--- config.mk ---
export PLATFORM = sky130hd
export DESIGN_NAME = deadline_timer_table
export DESIGN_NICKNAME = d
export VERILOG_FILES = /design/src/hw/rtl/dtt_pkg.sv /design/src/hw/rtl/dtt_dp.sv /design/src/hw/rtl/dtt_ctrl.sv /design/src/hw/rtl/deadline_timer_table.sv
export SDC_FILE = /design/constraint.sdc
export NUM_CORES = 2
export LEC_CHECK = 0
export BUFFER_PORTS_ARGS = -buffer_cell sky130_fd_sc_hd__clkbuf_2
export CAP_MARGIN = 10
export CORE_MARGIN = 1
export CORE_UTILIZATION = 55
export DETAILED_ROUTE_END_ITERATION = 16
export PLACE_DENSITY = 0.67
export SYNTH_ARGS = -nofsm -noshare
export SYNTH_HDL_FRONTEND = slang
export SYNTH_HIERARCHICAL = 1
export SYNTH_SLANG_ARGS = --single-unit
export TNS_END_PERCENT = 100
--- constraint.sdc ---
create_clock -name clk_i -period 16.01 [get_ports clk_i]
set_input_delay 3.202 -clock clk_i [delete_from_list [all_inputs] [get_ports clk_i]]
set_output_delay 3.202 -clock clk_i [all_outputs]
set_load 0.02 [all_outputs]
--- src/hw/rtl/dtt_pkg.sv ---
// types, codes and defaults of the deadline timer table
// no dependencies
`timescale 1ns / 1ps

package dtt_pkg;

  localparam int unsigned DefaultSlots  = 16;
  localparam logic [31:0] DefaultWindow = 32'd3600000;
  localparam int unsigned MaxOut        = 16;

  localparam logic [2:0] CMD_ADD      = 3'd0;
  localparam logic [2:0] CMD_CANCEL   = 3'd1;
  localparam logic [2:0] CMD_REFRESH  = 3'd2;
  localparam logic [2:0] CMD_RESET    = 3'd3;
  localparam logic [2:0] CMD_NEXTWAIT = 3'd4;
  localparam logic [2:0] CMD_EXPIRE   = 3'd5;

  localparam logic [1:0] ST_OK       = 2'd0;
  localparam logic [1:0] ST_INACTIVE = 2'd1;
  localparam logic [1:0] ST_FULL     = 2'd2;
  localparam logic [1:0] ST_NONE     = 2'd3;

  typedef struct packed {
    logic [2:0]  command;
    logic [63:0] now_ms;
    logic [3:0]  timer_slot;
    logic [31:0] period_ms;
    logic        repeat_req;
    logic        restart_now;
  } req_t;

  typedef struct packed {
    logic [1:0]  status;
    logic [3:0]  result_slot;
    logic [63:0] wait_ms;
    logic        front_notify;
    logic        last;
    logic        any_active;
  } res_t;

  typedef struct packed {
    logic       load;
    logic       add_wr;
    logic       cancel;
    logic       refresh_wr;
    logic       reset_wr;
    logic       scan_go;
    logic       scan_filt;
    logic       exp_chk;
    logic       push;
    logic       upd_rd;
    logic       upd_wr;
    logic       front_chk;
    logic       wait_clr;
    logic       emit;
    logic [1:0] emit_status;
  } dp_ctl_t;

  typedef struct packed {
    logic [2:0] cmd;
    logic       slot_valid;
    logic       slot_ok;
    logic       slot_act;
    logic       full;
    logic       scan_busy;
    logic       found;
    logic       due;
    logic       period_same;
    logic       fnow;
    logic       list_full;
    logic       k_last;
  } dp_stat_t;

endpackage

--- src/hw/rtl/dtt_dp.sv ---
// datapath: slot flags, period and deadline memories, scan engine, result register
// depends on dtt_pkg
`timescale 1ns / 1ps

module dtt_dp #(
  parameter int unsigned TimerSlots = dtt_pkg::DefaultSlots
) (
  input  logic             clk_i,
  input  logic             rst_ni,
  input  dtt_pkg::req_t    req_i,
  input  logic             cfg_we_i,
  input  logic [31:0]      cfg_wdata_i,
  input  dtt_pkg::dp_ctl_t ctl_i,
  output dtt_pkg::dp_stat_t stat_o,
  output logic             result_valid_o,
  output dtt_pkg::res_t    result_o
);
  import dtt_pkg::*;

  localparam int unsigned IdxW = $clog2(TimerSlots);
  localparam logic [IdxW-1:0] LastIdx = IdxW'(TimerSlots - 1);
  localparam logic [4:0] ListMax = 5'(MaxOut);

  req_t            req_q;
  logic [31:0]     window_q;
  logic [63:0]     prev_q;
  logic            pending_q;
  logic            roll_q;
  logic [TimerSlots-1:0] active_q, active_d;
  logic [TimerSlots-1:0] rec_q, rec_d;
  logic [TimerSlots-1:0] taken_q;

  logic [31:0]     per_mem [TimerSlots];
  logic [63:0]     dl_mem  [TimerSlots];
  logic [31:0]     rd_per_q;
  logic [63:0]     rd_dl_q;

  logic            scn_act_q;
  logic [IdxW-1:0] ptr_q;
  logic            cmp_v_q;
  logic [IdxW-1:0] cmp_idx_q;
  logic            filt_q;
  logic            best_v_q;
  logic [IdxW-1:0] best_idx_q;
  logic [63:0]     best_dl_q;

  logic [IdxW-1:0] list_q [MaxOut];
  logic [4:0]      cnt_q;
  logic [3:0]      k_q;
  logic [IdxW-1:0] tgt_q;

  logic            out_v_q;
  res_t            out_q;

  logic [IdxW-1:0] slot_idx, free_idx, raddr, waddr, upd_idx;
  logic            slot_valid, free_found, cand, better, roll_c, k_last;
  logic            wr_en, wr_per_en, front_c, last_c;
  logic [31:0]     wper;
  logic [63:0]     now, wdl, dl_add, dl_now_per, reset_start, dl_reset, wait_c;
  logic [3:0]      rs_slot;

  assign now        = req_q.now_ms;
  assign slot_idx   = IdxW'(req_q.timer_slot);
  assign slot_valid = 32'(req_q.timer_slot) < TimerSlots;
  assign upd_idx    = list_q[k_q];
  assign k_last     = {1'b0, k_q} == (cnt_q - 5'd1);

  always_comb begin
    free_found = 1'b0;
    free_idx   = '0;
    for (int i = TimerSlots - 1; i >= 0; i--) begin
      if (!active_q[i]) begin
        free_found = 1'b1;
        free_idx   = IdxW'(i);
      end
    end
  end

  assign dl_add      = now + 64'(req_q.period_ms);
  assign dl_now_per  = now + 64'(rd_per_q);
  assign reset_start = req_q.restart_now ? now : (rd_dl_q - 64'(rd_per_q));
  assign dl_reset    = reset_start + 64'(req_q.period_ms);
  assign roll_c      = (now < prev_q) && ((prev_q - now) > 64'(window_q));

  // write port select
  always_comb begin
    wr_en     = 1'b0;
    wr_per_en = 1'b0;
    waddr     = slot_idx;
    wper      = req_q.period_ms;
    wdl       = dl_now_per;
    if (ctl_i.add_wr) begin
      wr_en     = 1'b1;
      wr_per_en = 1'b1;
      waddr     = free_idx;
      wdl       = dl_add;
    end else if (ctl_i.refresh_wr) begin
      wr_en = 1'b1;
    end else if (ctl_i.reset_wr) begin
      wr_en     = 1'b1;
      wr_per_en = 1'b1;
      wdl       = dl_reset;
    end else if (ctl_i.upd_wr) begin
      wr_en = rec_q[upd_idx];
      waddr = upd_idx;
    end
  end

  always_comb begin
    if (scn_act_q) begin
      raddr = ptr_q;
    end else if (ctl_i.upd_rd) begin
      raddr = upd_idx;
    end else begin
      raddr = slot_idx;
    end
  end

  always_ff @(posedge clk_i) begin
    if (wr_en) begin
      dl_mem[waddr] <= wdl;
      if (wr_per_en) begin
        per_mem[waddr] <= wper;
      end
    end
    rd_dl_q  <= dl_mem[raddr];
    rd_per_q <= per_mem[raddr];
  end

  // flag updates
  always_comb begin
    active_d = active_q;
    rec_d    = rec_q;
    if (ctl_i.add_wr) begin
      active_d[free_idx] = 1'b1;
      rec_d[free_idx]    = req_q.repeat_req;
    end
    if (ctl_i.cancel && slot_valid) begin
      active_d[slot_idx] = 1'b0;
    end
    if (ctl_i.upd_wr && !rec_q[upd_idx]) begin
      active_d[upd_idx] = 1'b0;
    end
  end

  assign cand = cmp_v_q && active_q[cmp_idx_q] && !taken_q[cmp_idx_q]
                && (!filt_q || roll_q || (rd_dl_q <= now));
  assign better = cand && (!best_v_q || (rd_dl_q < best_dl_q));

  assign front_c = ctl_i.front_chk && best_v_q && (best_idx_q == tgt_q) && !pending_q;

  always_comb begin
    if (!best_v_q) begin
      wait_c = '1;
    end else if (now >= best_dl_q) begin
      wait_c = '0;
    end else begin
      wait_c = best_dl_q - now;
    end
  end

  always_comb begin
    if ((ctl_i.emit_status == ST_FULL) || (ctl_i.emit_status == ST_NONE)
        || (req_q.command == CMD_NEXTWAIT)) begin
      rs_slot = '0;
    end else if (req_q.command == CMD_ADD) begin
      rs_slot = 4'(tgt_q);
    end else if (req_q.command == CMD_EXPIRE) begin
      rs_slot = 4'(upd_idx);
    end else begin
      rs_slot = req_q.timer_slot;
    end
  end

  assign last_c = !((req_q.command == CMD_EXPIRE) && (ctl_i.emit_status == ST_OK)) || k_last;

  always_ff @(posedge clk_i or negedge rst_ni) begin
    if (!rst_ni) begin
      window_q  <= DefaultWindow;
      prev_q    <= '0;
      pending_q <= 1'b0;
      roll_q    <= 1'b0;
      active_q  <= '0;
      rec_q     <= '0;
      taken_q   <= '0;
      scn_act_q <= 1'b0;
      ptr_q     <= '0;
      cmp_v_q   <= 1'b0;
      best_v_q  <= 1'b0;
      cnt_q     <= '0;
      k_q       <= '0;
      out_v_q   <= 1'b0;
    end else begin
      if (cfg_we_i) begin
        window_q <= cfg_wdata_i;
      end
      active_q <= active_d;
      rec_q    <= rec_d;
      cmp_v_q  <= scn_act_q;
      out_v_q  <= ctl_i.emit;
      if (ctl_i.load) begin
        taken_q <= '0;
        cnt_q   <= '0;
        k_q     <= '0;
      end
      if (ctl_i.scan_go) begin
        scn_act_q <= 1'b1;
        ptr_q     <= '0;
        best_v_q  <= 1'b0;
      end else begin
        if (scn_act_q) begin
          ptr_q <= ptr_q + 1'b1;
          if (ptr_q == LastIdx) begin
            scn_act_q <= 1'b0;
          end
        end
        if (better) begin
          best_v_q <= 1'b1;
        end
      end
      if (ctl_i.exp_chk) begin
        prev_q <= now;
        roll_q <= roll_c;
      end
      if (ctl_i.push) begin
        taken_q[best_idx_q] <= 1'b1;
        cnt_q               <= cnt_q + 5'd1;
      end
      if (ctl_i.upd_wr) begin
        k_q <= k_last ? '0 : k_q + 4'd1;
      end else if (ctl_i.emit && (req_q.command == CMD_EXPIRE)
                   && (ctl_i.emit_status == ST_OK)) begin
        k_q <= k_q + 4'd1;
      end
      if (front_c) begin
        pending_q <= 1'b1;
      end else if (ctl_i.wait_clr) begin
        pending_q <= 1'b0;
      end
    end
  end

  always_ff @(posedge clk_i) begin
    if (ctl_i.load) begin
      req_q <= req_i;
    end
    cmp_idx_q <= ptr_q;
    if (ctl_i.scan_go) begin
      filt_q <= ctl_i.scan_filt;
    end
    if (better && !ctl_i.scan_go) begin
      best_idx_q <= cmp_idx_q;
      best_dl_q  <= rd_dl_q;
    end
    if (ctl_i.push) begin
      list_q[cnt_q[3:0]] <= best_idx_q;
    end
    if (ctl_i.add_wr) begin
      tgt_q <= free_idx;
    end else if (ctl_i.reset_wr) begin
      tgt_q <= slot_idx;
    end
    if (ctl_i.emit) begin
      out_q.status       <= ctl_i.emit_status;
      out_q.result_slot  <= rs_slot;
      out_q.wait_ms      <= (req_q.command == CMD_NEXTWAIT) ? wait_c : '0;
      out_q.front_notify <= front_c;
      out_q.last         <= last_c;
      out_q.any_active   <= |active_d;
    end
  end

  assign stat_o.cmd         = req_q.command;
  assign stat_o.slot_valid  = slot_valid;
  assign stat_o.slot_ok     = slot_valid && active_q[slot_idx];
  assign stat_o.slot_act    = active_q[slot_idx];
  assign stat_o.full        = !free_found;
  assign stat_o.scan_busy   = scn_act_q || cmp_v_q;
  assign stat_o.found       = best_v_q;
  assign stat_o.due         = roll_c || (best_dl_q <= now);
  assign stat_o.period_same = req_q.period_ms == rd_per_q;
  assign stat_o.fnow        = req_q.restart_now;
  assign stat_o.list_full   = cnt_q == ListMax;
  assign stat_o.k_last      = k_last;

  assign result_valid_o = out_v_q;
  assign result_o       = out_q;

endmodule

--- src/hw/rtl/dtt_ctrl.sv ---
// controller: sequences each request through the datapath
// depends on dtt_pkg
`timescale 1ns / 1ps

module dtt_ctrl (
  input  logic              clk_i,
  input  logic              rst_ni,
  input  logic              start,
  output logic              busy,
  input  dtt_pkg::dp_stat_t stat_i,
  output dtt_pkg::dp_ctl_t  ctl_o
);
  import dtt_pkg::*;

  localparam logic [2:0] S_IDLE   = 3'd0;
  localparam logic [2:0] S_DISP   = 3'd1;
  localparam logic [2:0] S_RDW    = 3'd2;
  localparam logic [2:0] S_SCAN   = 3'd3;
  localparam logic [2:0] S_PICK   = 3'd4;
  localparam logic [2:0] S_UPD_RD = 3'd5;
  localparam logic [2:0] S_UPD_WR = 3'd6;
  localparam logic [2:0] S_EMIT   = 3'd7;

  logic [2:0] state_q, state_d;

  assign busy = state_q != S_IDLE;

  always_comb begin
    state_d = state_q;
    ctl_o   = '0;
    unique case (state_q)
      S_IDLE: begin
        if (start) begin
          ctl_o.load = 1'b1;
          state_d    = S_DISP;
        end
      end
      S_DISP: begin
        state_d = S_IDLE;
        case (stat_i.cmd) inside
          CMD_ADD: begin
            if (stat_i.full) begin
              ctl_o.emit        = 1'b1;
              ctl_o.emit_status = ST_FULL;
            end else begin
              ctl_o.add_wr  = 1'b1;
              ctl_o.scan_go = 1'b1;
              state_d       = S_SCAN;
            end
          end
          CMD_CANCEL: begin
            ctl_o.cancel      = stat_i.slot_ok;
            ctl_o.emit        = 1'b1;
            ctl_o.emit_status = stat_i.slot_ok ? ST_OK : ST_INACTIVE;
          end
          CMD_REFRESH: begin
            if (stat_i.slot_ok) begin
              state_d = S_RDW;
            end else begin
              ctl_o.emit        = 1'b1;
              ctl_o.emit_status = ST_INACTIVE;
            end
          end
          CMD_RESET: begin
            if (stat_i.slot_valid) begin
              state_d = S_RDW;
            end else begin
              ctl_o.emit        = 1'b1;
              ctl_o.emit_status = ST_INACTIVE;
            end
          end
          CMD_NEXTWAIT, CMD_EXPIRE: begin
            ctl_o.scan_go = 1'b1;
            state_d       = S_SCAN;
          end
          default: ;
        endcase
      end
      S_RDW: begin
        state_d = S_IDLE;
        if (stat_i.cmd == CMD_REFRESH) begin
          ctl_o.refresh_wr  = 1'b1;
          ctl_o.emit        = 1'b1;
          ctl_o.emit_status = ST_OK;
        end else if (stat_i.period_same && !stat_i.fnow) begin
          ctl_o.emit        = 1'b1;
          ctl_o.emit_status = ST_OK;
        end else if (!stat_i.slot_act) begin
          ctl_o.emit        = 1'b1;
          ctl_o.emit_status = ST_INACTIVE;
        end else begin
          ctl_o.reset_wr = 1'b1;
          ctl_o.scan_go  = 1'b1;
          state_d        = S_SCAN;
        end
      end
      S_SCAN: begin
        if (!stat_i.scan_busy) begin
          state_d = S_IDLE;
          if (stat_i.cmd == CMD_EXPIRE) begin
            if (!stat_i.found) begin
              ctl_o.emit        = 1'b1;
              ctl_o.emit_status = ST_NONE;
            end else if (!stat_i.due) begin
              ctl_o.exp_chk     = 1'b1;
              ctl_o.emit        = 1'b1;
              ctl_o.emit_status = ST_NONE;
            end else begin
              ctl_o.exp_chk   = 1'b1;
              ctl_o.scan_go   = 1'b1;
              ctl_o.scan_filt = 1'b1;
              state_d         = S_PICK;
            end
          end else if (stat_i.cmd == CMD_NEXTWAIT) begin
            ctl_o.wait_clr    = 1'b1;
            ctl_o.emit        = 1'b1;
            ctl_o.emit_status = ST_OK;
          end else begin
            ctl_o.front_chk   = 1'b1;
            ctl_o.emit        = 1'b1;
            ctl_o.emit_status = ST_OK;
          end
        end
      end
      S_PICK: begin
        if (!stat_i.scan_busy) begin
          if (stat_i.found && !stat_i.list_full) begin
            ctl_o.push      = 1'b1;
            ctl_o.scan_go   = 1'b1;
            ctl_o.scan_filt = 1'b1;
          end else begin
            state_d = S_UPD_RD;
          end
        end
      end
      S_UPD_RD: begin
        ctl_o.upd_rd = 1'b1;
        state_d      = S_UPD_WR;
      end
      S_UPD_WR: begin
        ctl_o.upd_wr = 1'b1;
        state_d      = stat_i.k_last ? S_EMIT : S_UPD_RD;
      end
      S_EMIT: begin
        ctl_o.emit        = 1'b1;
        ctl_o.emit_status = ST_OK;
        if (stat_i.k_last) begin
          state_d = S_IDLE;
        end
      end
      default: state_d = S_IDLE;
    endcase
  end

  always_ff @(posedge clk_i or negedge rst_ni) begin
    if (!rst_ni) begin
      state_q <= S_IDLE;
    end else begin
      state_q <= state_d;
    end
  end

endmodule

--- src/hw/rtl/deadline_timer_table.sv ---
// top level of the deadline timer table: controller plus datapath
// depends on dtt_pkg, dtt_ctrl, dtt_dp
`timescale 1ns / 1ps

// A request is taken when start is high and busy is low; each result appears
// for one cycle with result_valid_o and cannot be held off, the final one
// marked by last. Add, next-wait, expire and a reset that moves the timer scan
// the table; an expire of n due timers scans once more per due timer and once
// more to find none left. Every scan walks the deadline memory one slot per
// cycle through its single read port. The user must write the rollover window
// with cfg_we_i only while the block is idle; the block does not enforce this.
module deadline_timer_table #(
  parameter int unsigned TimerSlots = dtt_pkg::DefaultSlots
) (
  input  logic          clk_i,
  input  logic          rst_ni,
  input  logic          start,
  output logic          busy,
  input  dtt_pkg::req_t req_i,
  input  logic          cfg_we_i,
  input  logic [31:0]   cfg_wdata_i,
  output logic          result_valid_o,
  output dtt_pkg::res_t result_o
);
  import dtt_pkg::*;

  dp_ctl_t  ctl;
  dp_stat_t stat;

  dtt_ctrl u_ctrl (
    .clk_i  (clk_i),
    .rst_ni (rst_ni),
    .start  (start),
    .busy   (busy),
    .stat_i (stat),
    .ctl_o  (ctl)
  );

  dtt_dp #(
    .TimerSlots(TimerSlots)
  ) u_dp (
    .clk_i          (clk_i),
    .rst_ni         (rst_ni),
    .req_i          (req_i),
    .cfg_we_i       (cfg_we_i),
    .cfg_wdata_i    (cfg_wdata_i),
    .ctl_i          (ctl),
    .stat_o         (stat),
    .result_valid_o (result_valid_o),
    .result_o       (result_o)
  );

endmodule

==> flow_summary.ini <==
[route]
routedWlPerCell_um = 29.1
drc = 0
via_per_inst = 6.46
drt-total-wl_um = 301000
firstDrtPassIters = 6
drt_iter0_drc = 7690
vias = 67000
antenna_left = 0

[floorplanning]
io_pins = 216
rows = 158
fp.dieH_um = 434
initial_core_util = 0.554
dieArea_um2 = 189000
chipWidth_um = 434
core_um2 = 185000

[critical_path]
critPathArrivalTime_ns = 11.28
path_max_fanout = 56
critPathCaptureType = flop
path_class = flop to flop
max_stage_delay_ns = 0.70
crit_required_ns = 16.45
startpoint_type = flop
slowest_stage = nor4_2

[clock_tree]
clk_latency_ns = 0.88
cts_max_path_buffers = 3
htreeDepth = 4
cts_tree = done
cts-hold-fix-buffers = 0
post_cts_resized = 0
clk_pin_slew_ns = 0.06
cts_setup_buffers = 0
cts.sinks = 2117
cts_buffers = 207
cts_root_buffer = clkbuf_16

[timing]
setup_viol = 0
post-route-period-util = 0.677
fin_ws_ns = 5.17
layout_min_cycle_time_ns = 10.84
finalHoldViolCount = 0
tns_ns = 0
relSlewSlack = 0.0496
fmax_mhz = 92.2
tightest_slew_ns = 1.43
whs_ns = 0.477
finalMaxSlewViolations = 0
rsz0062_at_grt = false
clock_skew_ns = 0.0775

[global_route]
gr-usage-met2 = 0.471
grt_pass1_wl_um = 435000
globalRouteMet3Util = 0.0478
globalRouteTotalUtil = 0.318
grt_max_degree = 126
busiest_layer = met1
antenna_found_initial = 9
met1_usage = 0.475
overflow = 0
grt_pass1_vias = 64200

[logic_synthesis]
ys_types = 100
async_flop_share = 0.0784
ys_seq_area_frac = 0.601
avgSynthCellArea_um2 = 13.8
synth_flop_cell = edfxtp_1
ys_top_cells_by_area = edfxtp_1 54%, mux4_2 8.9%, ha_1 5.2%
synthCells = 7442
synth_top_cell_by_area = edfxtp_1
synth_edf_count = 1851
ys_ff_latch = 2117
yosys_warnings = 6
syn_area_um2 = 103000
synth_nets = 8014
synth_top_area_share = 0.541

[cells_and_area]
seq_area_um2 = 61800
layout_common_cells = 1851 x edfxtp_1, 548 x a21oi_1, 437 x nand2_1
num-fill-cells = 14000
multi_input_area_um2 = 38900
drive_above_1_share = 0.169
nets = 8273
final_common_cell = edfxtp_1
areaGrowthSynthToFinish_pct = 11.4

[place]
routabilityCongestion = 1.01
pre_cts_slack_ns = 5.35
post-dp-hpwl_um = 207000
portBuffers = 215

[pwr]
leakagePower_nw = 41.5
finalPower_mw = 23.9
power_density_nw_per_um2 = 208
irDropWorstVdd_mv = 0.210

[min_path]
hold_path.class = flop to flop

[run_status]
status = completed

[flow_run]
drv_cap = 0
[synthesized netlist by cell type, types with 43 or more instances]
| cell type | n |
|---|---|
| nor4_1 | 44 |
| nand2_1 | 437 |
| a31oi_1 | 60 |
| edfxtp_1 | 1851 |
| o21ai_0 | 350 |
| dfrtp_1 | 155 |
| and3_1 | 43 |
| nand2b_1 | 81 |
| nor2_1 | 339 |
| nor2b_1 | 166 |
| dfxtp_1 | 100 |
| nand4_1 | 124 |
| nor3_1 | 100 |
| nand3_1 | 95 |
| ha_1 | 425 |
| inv_1 | 306 |
| mux2i_1 | 136 |
| a21oi_1 | 550 |
| clkbuf_1 | 257 |
| o21a_1 | 60 |
| a211oi_1 | 143 |
| xor2_1 | 139 |
| mux2_2 | 92 |
| a21o_1 | 173 |
| xnor2_1 | 174 |
| mux4_2 | 407 |
[cells by family after synthesis]
kind of cell             share of synthesized area
AND/OR/NAND/NOR                             0.0789
flip-flops                                   0.601
XOR/XNOR                                    0.0267
AO/OA/AOI/OAI                                0.103
multiplexers                                 0.113
adder cells (fa/ha/maj)                     0.0529
buffers and inverters                       0.0245
other                                    0.0000365
[stage by stage]
step | util | area [um^2] | instances
floorplan | - | 103000 | 7442
detailed placement | 0.579 | 107000 | 9963
global placement | 0.579 | 107000 | 9963
finish | 0.617 | 114000 | 10400
CTS | 0.617 | 114000 | 10400
global route | 0.617 | 114000 | 10400
[where the power goes]
part / internal (mW) / switching (mW)
combinational: 4.14 / 6.56
sequential: 7.38 / 0.775
clock: 2.86 / 2.14
total: 14.4 / 9.48
[state kept, by name, indices dropped and copies added (netlist names), 32 cells and up]
signal	count
u_dp/dl_mem	1024
u_dp/per_mem	512
u_dp/result_o	73
u_dp/best_dl_q	64
u_dp/list_q	64
u_dp/now	64
u_dp/prev_q	64
u_dp/rd_dl_q	64
u_dp/rd_per_q	32
u_dp/window_q	32
u_dp/wper	32
[layer usage]
layer  part of all wire  vias up
met1               0.44    34000
met5           0.000046        -
li1                   -    29500
met4              0.042        2
met3              0.084      477
met2               0.44     3077
[worst max-delay path: cells and delay by family, from the launching register on]
family | cells | cell delay, ns
AOI/OAI and AO/OA | 14 | 3.79
and+or+nand+nor | 14 | 4.23
buffers and inverters | 2 | 0.73
xor gates and xnor gates | 1 | 0.11
DFF | 1 | 0.50
adders and majority gates | 3 | 0.93
[area by class of cell]
cell class,count,area share
Antenna cell,8,0.000175
Timing Repair Buffer,390,0.0216
Tap cell,2480,0.0271
Clock buffer,274,0.0492
Clock inverter,117,0.0125
Inverter,308,0.0101
Multi-Input combinational cell,4677,0.340
Sequential cell,2117,0.540
[path summary, 6_finish.rpt]
path	cells past startpoint	endpoint	startpoint	slack [ns]
max	34	u_dp/best_dl_q[58]	u_dp/now[0]	5.17
min	0	u_dp/cmp_idx_q[1]	u_dp/ptr_q[1]	0.48
max reg2reg	34	u_dp/best_dl_q[58]	u_dp/now[0]	5.17
min reg2reg	0	u_dp/cmp_idx_q[1]	u_dp/ptr_q[1]	0.48
max in group asynchronous	3	u_dp/prev_q[56]	rst_ni	11.59
min in group asynchronous	1	u_dp/cnt_q[2]	rst_ni	2.28
No activity file was read; power rests on OpenSTA's default activity.
